==> src/rtl/signal_subscription_table_assert.svh <==
// Assertion macros shared by the signal subscription table RTL.
// Every macro samples on the rising edge of the port named clock.
`ifndef SIGNAL_SUBSCRIPTION_TABLE_ASSERT_SVH
`define SIGNAL_SUBSCRIPTION_TABLE_ASSERT_SVH

// Checked only while reset is low.
`define SST_ASSERT(label, prop, msg) \
   label: assert property (@(posedge clock) disable iff (reset) prop) else $error(msg);

// Checked on every edge, reset included.
`define SST_ASSERT_ALWAYS(label, prop, msg) \
   label: assert property (@(posedge clock) prop) else $error(msg);

`endif

==> src/rtl/sst_pkg.sv <==
// Package for the signal subscription table: sizes, request and status codes,
// and the beat record that travels along the slot cells. No dependencies.
`default_nettype none

package sst_pkg;

   localparam int SLOTS      = 16;
   localparam int COUNT_BITS = 16;
   localparam int SLOT_BITS  = (SLOTS > 1) ? $clog2(SLOTS) : 1;

   localparam int OP_W    = 3;
   localparam int KIND_W  = 4;
   localparam int HSLOT_W = 8;
   localparam int GEN_W   = 32;
   localparam int CNT_W   = 16;
   localparam int ST_W    = 2;
   localparam int MASK_W  = 16;

   localparam int REQ_DATA_W = 48;
   localparam int RSP_DATA_W = 64;

   localparam logic [MASK_W-1:0] MASK_RESET = MASK_W'(3);

   localparam logic [OP_W-1:0] OP_SUBSCRIBE   = 3'd0;
   localparam logic [OP_W-1:0] OP_POLL        = 3'd1;
   localparam logic [OP_W-1:0] OP_UNSUBSCRIBE = 3'd2;
   localparam logic [OP_W-1:0] OP_RAISE       = 3'd3;
   localparam logic [OP_W-1:0] OP_CLEAR_SHUT  = 3'd4;
   localparam logic [OP_W-1:0] OP_CLEAR_ALL   = 3'd5;

   localparam logic [ST_W-1:0] ST_OK        = 2'd0;
   localparam logic [ST_W-1:0] ST_NOT_FOUND = 2'd1;
   localparam logic [ST_W-1:0] ST_PENDING   = 2'd2;
   localparam logic [ST_W-1:0] ST_FULL      = 2'd3;

   typedef struct packed {
      logic                  valid;
      logic [OP_W-1:0]       op;
      logic [KIND_W-1:0]     kind;
      logic [HSLOT_W-1:0]    hslot;
      logic [GEN_W-1:0]      hgen;
      logic                  claimed;
      logic [ST_W-1:0]       status;
      logic [HSLOT_W-1:0]    nslot;
      logic [GEN_W-1:0]      ngen;
      logic [COUNT_BITS-1:0] cnt;
   } token_type;

endpackage

`default_nettype wire

==> src/rtl/sst_cell.sv <==
// One slot of the subscription table: holds the slot state, applies the passing
// request beat to it and hands the beat on to the next cell. Uses sst_pkg.
`default_nettype none

module sst_cell (
   input  wire                          clock,
   input  wire                          reset,
   input  wire [sst_pkg::SLOT_BITS-1:0] cell_index,
   input  wire sst_pkg::token_type      tok_in,
   output sst_pkg::token_type           tok_out
);
   import sst_pkg::*;

   logic                  alive_ff, alive_in;
   logic [KIND_W-1:0]     kind_ff, kind_in;
   logic [GEN_W-1:0]      gen_ff, gen_in;
   logic [COUNT_BITS-1:0] pend_ff, pend_in;
   token_type             tok_ff, tok_in_next;
   logic                  hit;
   logic [GEN_W-1:0]      gen_next;

   assign hit = (tok_in.hslot == HSLOT_W'(cell_index)) && alive_ff &&
                (gen_ff == tok_in.hgen);
   assign gen_next = (gen_ff == {GEN_W{1'b1}}) ? GEN_W'(1) : gen_ff + GEN_W'(1);

   always_comb begin
      alive_in    = alive_ff;
      kind_in     = kind_ff;
      gen_in      = gen_ff;
      pend_in     = pend_ff;
      tok_in_next = tok_in;
      if (tok_in.valid) begin
         case (tok_in.op)
            OP_SUBSCRIBE: begin
               if (!tok_in.claimed && !alive_ff) begin
                  alive_in            = 1'b1;
                  kind_in             = tok_in.kind;
                  gen_in              = gen_next;
                  pend_in             = '0;
                  tok_in_next.claimed = 1'b1;
                  tok_in_next.status  = ST_OK;
                  tok_in_next.nslot   = HSLOT_W'(cell_index);
                  tok_in_next.ngen    = gen_next;
               end
            end
            OP_POLL: begin
               if (hit) begin
                  if (pend_ff == '0) begin
                     tok_in_next.status = ST_PENDING;
                  end else begin
                     tok_in_next.status = ST_OK;
                     tok_in_next.cnt    = pend_ff;
                     pend_in            = '0;
                  end
               end
            end
            OP_UNSUBSCRIBE: begin
               if (hit) begin
                  alive_in           = 1'b0;
                  tok_in_next.status = ST_OK;
               end
            end
            OP_RAISE: begin
               if (alive_ff && (kind_ff == tok_in.kind) && (pend_ff != {COUNT_BITS{1'b1}})) begin
                  pend_in = pend_ff + COUNT_BITS'(1);
               end
            end
            OP_CLEAR_ALL: begin
               alive_in = 1'b0;
               kind_in  = '0;
               gen_in   = '0;
               pend_in  = '0;
            end
            default: begin
            end
         endcase
      end
   end

   always_ff @(posedge clock) begin
      if (reset) begin
         alive_ff     <= 1'b0;
         kind_ff      <= '0;
         gen_ff       <= '0;
         pend_ff      <= '0;
         tok_ff.valid <= 1'b0;
      end else begin
         alive_ff     <= alive_in;
         kind_ff      <= kind_in;
         gen_ff       <= gen_in;
         pend_ff      <= pend_in;
         tok_ff.valid <= tok_in_next.valid;
      end
      tok_ff.op      <= tok_in_next.op;
      tok_ff.kind    <= tok_in_next.kind;
      tok_ff.hslot   <= tok_in_next.hslot;
      tok_ff.hgen    <= tok_in_next.hgen;
      tok_ff.claimed <= tok_in_next.claimed;
      tok_ff.status  <= tok_in_next.status;
      tok_ff.nslot   <= tok_in_next.nslot;
      tok_ff.ngen    <= tok_in_next.ngen;
      tok_ff.cnt     <= tok_in_next.cnt;
   end

   assign tok_out = tok_ff;

endmodule

`default_nettype wire

==> src/rtl/signal_subscription_table.sv <==
// Top level of the signal subscription table: request intake, the row of slot
// cells, the shutdown flag and mask, and the result register. Uses sst_pkg and
// sst_cell, and the assertion macros of signal_subscription_table_assert.svh.
//
// Requests arrive as beats on the req_ channel: the operation code in tuser,
// kind and handle in tdata. Each request yields exactly one result beat on the
// rsp_ channel: status in tuser, new handle, taken count and shutdown flag in
// tdata. A request beat walks the row of SLOTS cells, one cell per cycle; it is
// registered at intake, in each cell, at the row end and in the output register,
// and the next request is taken only once its result has left the row end.
// One request is in the row at a time; req_tready is low while it walks.
// When the receiver stalls, the waiting result stays in the output register and
// a following request is still taken; its result is held at the end of the row
// until the output register frees, and no further request is taken meanwhile.
// Reset empties every slot, zeroes generations and counts, clears the shutdown
// flag and sets the shutdown kind mask to kinds 0 and 1. The user writes the mask via
// csr_wr_en/csr_wr_data only while no request is in progress; the block does not check.
`default_nettype none
`include "signal_subscription_table_assert.svh"

module signal_subscription_table (
   input  wire                              clock,
   input  wire                              reset,
   input  wire                              req_tvalid,
   output logic                             req_tready,
   // Bits from low: kind[3:0], handle_slot[11:4], handle_generation[43:12], zero fill.
   input  wire [sst_pkg::REQ_DATA_W-1:0]    req_tdata,
   // Bits from low: req_type[2:0].
   input  wire [sst_pkg::OP_W-1:0]          req_tuser,
   output logic                             rsp_tvalid,
   input  wire                              rsp_tready,
   // Bits from low: new_slot[7:0], new_generation[39:8], count[55:40],
   // shutdown_requested[56], zero fill.
   output logic [sst_pkg::RSP_DATA_W-1:0]   rsp_tdata,
   // Bits from low: status[1:0].
   output logic [sst_pkg::ST_W-1:0]         rsp_tuser,
   input  wire                              csr_wr_en,
   input  wire [sst_pkg::MASK_W-1:0]        csr_wr_data
);
   import sst_pkg::*;

   logic                 req_accept;
   logic                 busy_ff, busy_in;
   logic [MASK_W-1:0]    mask_ff, mask_in;
   logic                 shut_ff, shut_in;
   token_type            head_ff, head_in;
   token_type            chain [0:SLOTS];
   logic [SLOTS:0]       chain_valid;
   token_type            fin_ff, fin_in;
   logic                 fin_move;
   logic                 rsp_valid_ff, rsp_valid_in;
   logic [ST_W-1:0]      rsp_status_ff;
   logic [HSLOT_W-1:0]   rsp_slot_ff;
   logic [GEN_W-1:0]     rsp_gen_ff;
   logic [CNT_W-1:0]     rsp_cnt_ff;
   logic                 rsp_shut_ff;
   logic [CNT_W+COUNT_BITS-1:0] cnt_wide;
   logic [OP_W-1:0]      in_op;
   logic [KIND_W-1:0]    in_kind;

   assign req_tready = !busy_ff;
   assign req_accept = req_tvalid && req_tready;
   assign in_op      = req_tuser;
   assign in_kind    = req_tdata[KIND_W-1:0];
   assign fin_move   = fin_ff.valid && (!rsp_valid_ff || rsp_tready);

   always_comb begin
      head_in         = head_ff;
      head_in.valid   = req_accept;
      shut_in         = shut_ff;
      mask_in         = csr_wr_en ? csr_wr_data : mask_ff;
      if (req_accept) begin
         head_in.op      = in_op;
         head_in.kind    = in_kind;
         head_in.hslot   = req_tdata[KIND_W +: HSLOT_W];
         head_in.hgen    = req_tdata[KIND_W+HSLOT_W +: GEN_W];
         head_in.claimed = 1'b0;
         head_in.nslot   = '0;
         head_in.ngen    = '0;
         head_in.cnt     = '0;
         if (in_op == OP_SUBSCRIBE) begin
            head_in.status = ST_FULL;
         end else if (in_op inside {OP_POLL, OP_UNSUBSCRIBE}) begin
            head_in.status = ST_NOT_FOUND;
         end else begin
            head_in.status = ST_OK;
         end
         case (in_op)
            OP_RAISE: begin
               if (mask_ff[in_kind]) begin
                  shut_in = 1'b1;
               end
            end
            OP_CLEAR_SHUT, OP_CLEAR_ALL: begin
               shut_in = 1'b0;
            end
            default: begin
            end
         endcase
      end
   end

   assign chain[0] = head_ff;

   for (genvar i = 0; i < SLOTS; i++) begin : g_cell
      sst_cell u_cell (
         .clock      (clock),
         .reset      (reset),
         .cell_index (SLOT_BITS'(i)),
         .tok_in     (chain[i]),
         .tok_out    (chain[i+1])
      );
   end

   for (genvar j = 0; j <= SLOTS; j++) begin : g_valid
      assign chain_valid[j] = chain[j].valid;
   end

   always_comb begin
      fin_in = fin_ff;
      if (chain[SLOTS].valid) begin
         fin_in = chain[SLOTS];
      end else if (fin_move) begin
         fin_in.valid = 1'b0;
      end
      busy_in = busy_ff;
      if (req_accept) begin
         busy_in = 1'b1;
      end else if (fin_move) begin
         busy_in = 1'b0;
      end
      rsp_valid_in = rsp_valid_ff;
      if (fin_move) begin
         rsp_valid_in = 1'b1;
      end else if (rsp_tready) begin
         rsp_valid_in = 1'b0;
      end
   end

   assign cnt_wide = {CNT_W'(0), fin_ff.cnt};

   always_ff @(posedge clock) begin
      if (reset) begin
         busy_ff      <= 1'b0;
         mask_ff      <= MASK_RESET;
         shut_ff      <= 1'b0;
         head_ff.valid <= 1'b0;
         fin_ff.valid <= 1'b0;
         rsp_valid_ff <= 1'b0;
      end else begin
         busy_ff      <= busy_in;
         mask_ff      <= mask_in;
         shut_ff      <= shut_in;
         head_ff.valid <= head_in.valid;
         fin_ff.valid <= fin_in.valid;
         rsp_valid_ff <= rsp_valid_in;
      end
      head_ff.op      <= head_in.op;
      head_ff.kind    <= head_in.kind;
      head_ff.hslot   <= head_in.hslot;
      head_ff.hgen    <= head_in.hgen;
      head_ff.claimed <= head_in.claimed;
      head_ff.status  <= head_in.status;
      head_ff.nslot   <= head_in.nslot;
      head_ff.ngen    <= head_in.ngen;
      head_ff.cnt     <= head_in.cnt;
      fin_ff.op       <= fin_in.op;
      fin_ff.kind     <= fin_in.kind;
      fin_ff.hslot    <= fin_in.hslot;
      fin_ff.hgen     <= fin_in.hgen;
      fin_ff.claimed  <= fin_in.claimed;
      fin_ff.status   <= fin_in.status;
      fin_ff.nslot    <= fin_in.nslot;
      fin_ff.ngen     <= fin_in.ngen;
      fin_ff.cnt      <= fin_in.cnt;
      if (fin_move) begin
         rsp_status_ff <= fin_ff.status;
         rsp_slot_ff   <= fin_ff.nslot;
         rsp_gen_ff    <= fin_ff.ngen;
         rsp_cnt_ff    <= cnt_wide[CNT_W-1:0];
         rsp_shut_ff   <= shut_ff;
      end
   end

   assign rsp_tvalid = rsp_valid_ff;
   assign rsp_tuser  = rsp_status_ff;
   assign rsp_tdata  = {(RSP_DATA_W-HSLOT_W-GEN_W-CNT_W-1)'(0), rsp_shut_ff, rsp_cnt_ff,
                        rsp_gen_ff, rsp_slot_ff};

   `SST_ASSERT_ALWAYS(a_reset_idle, reset |=> !busy_ff, "Block busy right after reset.")
   `SST_ASSERT(a_accept_busy, req_accept |=> busy_ff, "Request accepted but block not busy.")
   `SST_ASSERT(a_one_beat, $countones(chain_valid) <= 1, "More than one beat in the cell row.")
   `SST_ASSERT(a_no_overrun, chain[SLOTS].valid |-> !fin_ff.valid, "Result lost at row end.")
   `SST_ASSERT(a_busy_track, (chain_valid != '0) |-> busy_ff, "Beat in row while not busy.")

endmodule

`default_nettype wire
==> config.mk <==
export PLATFORM = sky130hd
export DESIGN_NAME = signal_subscription_table
export DESIGN_NICKNAME = d
export VERILOG_FILES = /design/src/rtl/sst_pkg.sv /design/src/rtl/sst_cell.sv /design/src/rtl/signal_subscription_table.sv
export VERILOG_INCLUDE_DIRS = /design/src /design/src/rtl
export SDC_FILE = /design/constraint.sdc
export NUM_CORES = 2
export LEC_CHECK = 0
export BUFFER_PORTS_ARGS = -buffer_cell sky130_fd_sc_hd__buf_2
export CORE_UTILIZATION = 45
export DETAILED_ROUTE_END_ITERATION = 16
export GPL_TIMING_DRIVEN = 0
export PLACE_DENSITY = 0.65
export SLEW_MARGIN = 25
export SYNTH_ARGS = -nofsm -noshare
export SYNTH_HDL_FRONTEND = slang
export SYNTH_SLANG_ARGS = --single-unit
==> constraint.sdc <==
create_clock -name clock -period 10.9 [get_ports clock]
set_clock_uncertainty 0.15 [all_clocks]
set_input_delay 1.635 -clock clock [delete_from_list [all_inputs] [get_ports clock]]
set_output_delay 1.635 -clock clock [all_outputs]
set_load 0.05 [all_outputs]
==> results.cfg <==
[clocking]
numCtsBuffers = 289
clk_latency_ps = 940
hold_buffers = 0
h-tree-depth = 5
post_cts_buffers = 0
cts.sinks = 2612
path_clk_slew_ps = 60
clock_path_buffers = 4
tritoncts = built
cts_resized = 0
cts_root_buf = clkbuf_16

[critical_path]
r2r_slack_ps = 6940
reg2reg_to = g_cell[1].u_cell.tok_out[35]
end_kind = register
r2r-start = g_cell[1].u_cell.gen_ff[0]
ff2ff_path_depth = 8
crit_fanout = 10
cp.required_ps = 11580
worstSetupPathType = in -> reg
critPathLaunchType = input pin
cp.arrival_ps = 5330

[detailed_routing]
drt_wl_total_um = 369900
ant_nets = 0
vias_per_cell = 5.772
vias = 85166
drtIter0Drc = 8245
drcViolationCount = 0
wire_per_inst_um = 25.07
drtPass1Iterations = 6

[min_path]
min_from = g_cell[5].u_cell.tok_out[105]
min_path_type = reg -> reg
whs_endpoint = g_cell[6].u_cell.tok_out[105]
holdPathStages = 0

[synth]
ys_warn_count = 0
post-synth-top-count-cell = dfxtp_1
synth_xor_area_frac = 0.09040
synth_edf_count = 158
syn_area_mm2 = 0.1036
synth-main-ff-cell = dfxtp_1
ys_types = 109
yosysTopAreaCellShare = 0.4744
synth_compound_area_frac = 0.1262
ys_seq_area_frac = 0.5202
syn_inst = 11079
yosys.area_share.simple = 0.1920
synth_common_cells = dfxtp_1, nand2_1, o21ai_0
yosys-top-cells-area = dfxtp_1, nand2_1, edfxtp_1
syn-mean-instance-area_um2 = 9.347
synth-adder-area-share = 0.005896
synth_area_leader_cell = dfxtp_1
async_flop_share = 0
synth_top_family_by_area = simple AND/OR/NAND/NOR gates
ys_ff_latch = 2612
muxShareOfSynthArea = 0.03055

[status]
outcome = completed

[layout]
fin_util = 0.5183
drive_gt1_frac = 0.08567
synthToLayoutAreaGrowth_pct = 14.19
final_nets = 11653
fillers = 21052

[power]
ir_drop_v = 0.0001165
finalPower_mw = 20.33
leakage_nw = 42.74
power.density_mw_per_mm2 = 171.9

[global_route]
gr-usage-all-layers = 0.3102
grt_pass1_wl_um = 533800
overflow = 0
grt_start_max_net_pins = 38
antenna_found_initial = 22
grt_pass1_vias = 80092

[die]
die_w_um = 481.7
dieArea_mm2 = 0.2320
io_pins = 140
fp.coreArea_mm2 = 0.2282
num_rows = 175
die_h_um = 481.7
start_util = 0.4539

[sta]
fin_crit_ps = 4649
timing.hold.ws_ps = 186.1
worst_slew_pin_slew_ps = 1097
final_hold_viol_count = 0
rsz0062_at_grt = no
fmaxAchievable_ghz = 0.2151
worst_slack_ps = 6251
relSlewSlack = 0.2618
post-route-period-util = 0.4266
tns_ps = 0
drv_slew = 0
setup_viol = 0

[placed_design]
portBuffers = 122
hpwlAfterDp_um = 288300
place_congestion = 0.9587
pre_cts_slack_ps = 5445

[flow_run]
cap_violations = 0
==> report_power, final <==
group          leakage (nW)  internal [mW]  switching [mW]
clock network          4.64           5.84            4.00
logic                  16.6          0.157           0.331
registers              21.5           9.81           0.198
==> layer usage <==
layer | part of all wire | global-route usage | up-vias
met3 | 0.065 | 0.03754 | 783
met2 | 0.47 | 0.5101 | 3463
li1 | - | - | 39674
met4 | 0.046 | 0.1345 | 6
met1 | 0.42 | 0.4089 | 41240
met5 | 0.000092 | 0 | -
==> cell type report <==
cell class,count,area [um2],share of cell area
diodes,3,7.507,0.00006349
plain buffers,755,3127,0.02644
clock buffers,386,8239,0.06968
clock inverters,115,1259,0.01064
inverters,141,529.3,0.004476
multi-input cells,7581,46200,0.3907
flip-flops and latches,2612,53880,0.4556
well taps,3009,3765,0.03184
repair buffers,153,1240,0.01049
==> stage by stage <==
step / cells / cell area, um2
after floorplan: 11089 / 103600
after global placement: 14220 / 108000
after detailed placement: 14250 / 108700
after CTS: 14751 / 118200
after global routing: 14753 / 118200
final: 14755 / 118200
==> cells in the final DEF, fill, tap and decap left out, types with 55 or more instances in the layout <==
master        n
a21o_1       64
o21ai_0     770
nand2_1    1311
mux2_2      122
a21oi_1     472
and2_1      119
mux2_1      108
edfxtp_1    158
a31oi_1     191
xor2_1      531
nand2b_1     77
a311oi_1     77
nor2b_1      71
clkbuf_16   299
xnor2_1     536
dfxtp_1    2453
nand4_1     227
or3_1        98
nand3_1     376
inv_1       139
and3_1      200
nor3_1      221
o31ai_1     159
and4_1       67
clkbuf_1    614
buf_2       235
a22oi_1      80
nor4_1      191
nor2_1      768
o21ai_1      95
or4_1        55
==> state kept, by name, indices dropped and copies added (netlist names), 4 cells and up <==
signal / cells
g_cell.u_cell.tok_out: 1585
g_cell.u_cell.kind_ff: 64
cnt_wide: 16
mask_ff: 16
rsp_gen_ff: 32
chain: 50
fin_ff: 39
g_cell.u_cell.gen_ff: 512
rsp_slot_ff: 4
rsp_cnt_ff: 16
g_cell.u_cell.pend_ff: 256
g_cell.u_cell.alive_ff: 16
==> cells by family after synthesis <==
family                   Yosys count
XOR/XNOR                        1068
flip-flops                      2612
AO/OA/AOI/OAI                   2170
other                              1
buffers and inverters            896
multiplexers                     279
AND/OR/NAND/NOR                 4004
adder cells (fa/ha/maj)           49
==> critical path: stages <==
cell	delay, ps
clkbuf_2	190
buf_12	200
inv_1	600
clkbuf_4	750
clkbuf_2	370
buf_12	220
clkbuf_1	840
o21ai_0	220
mux2i_1	200
==> worst max path at each step <==
stage,startpoint,endpoint,slack (ps)
after floorplan,rsp_tready,busy_ff,6080
after global routing,reset,g_cell[11].u_cell.pend_ff[4],6330
after global placement,reset,g_cell[13].u_cell.pend_ff[8],1400
after detailed placement,reset,g_cell[14].u_cell.kind_ff[2],5440
after CTS,reset,g_cell[14].u_cell.kind_ff[2],6400
final,reset,g_cell[11].u_cell.pend_ff[8],6250
(Power assumes the default switching activity.)
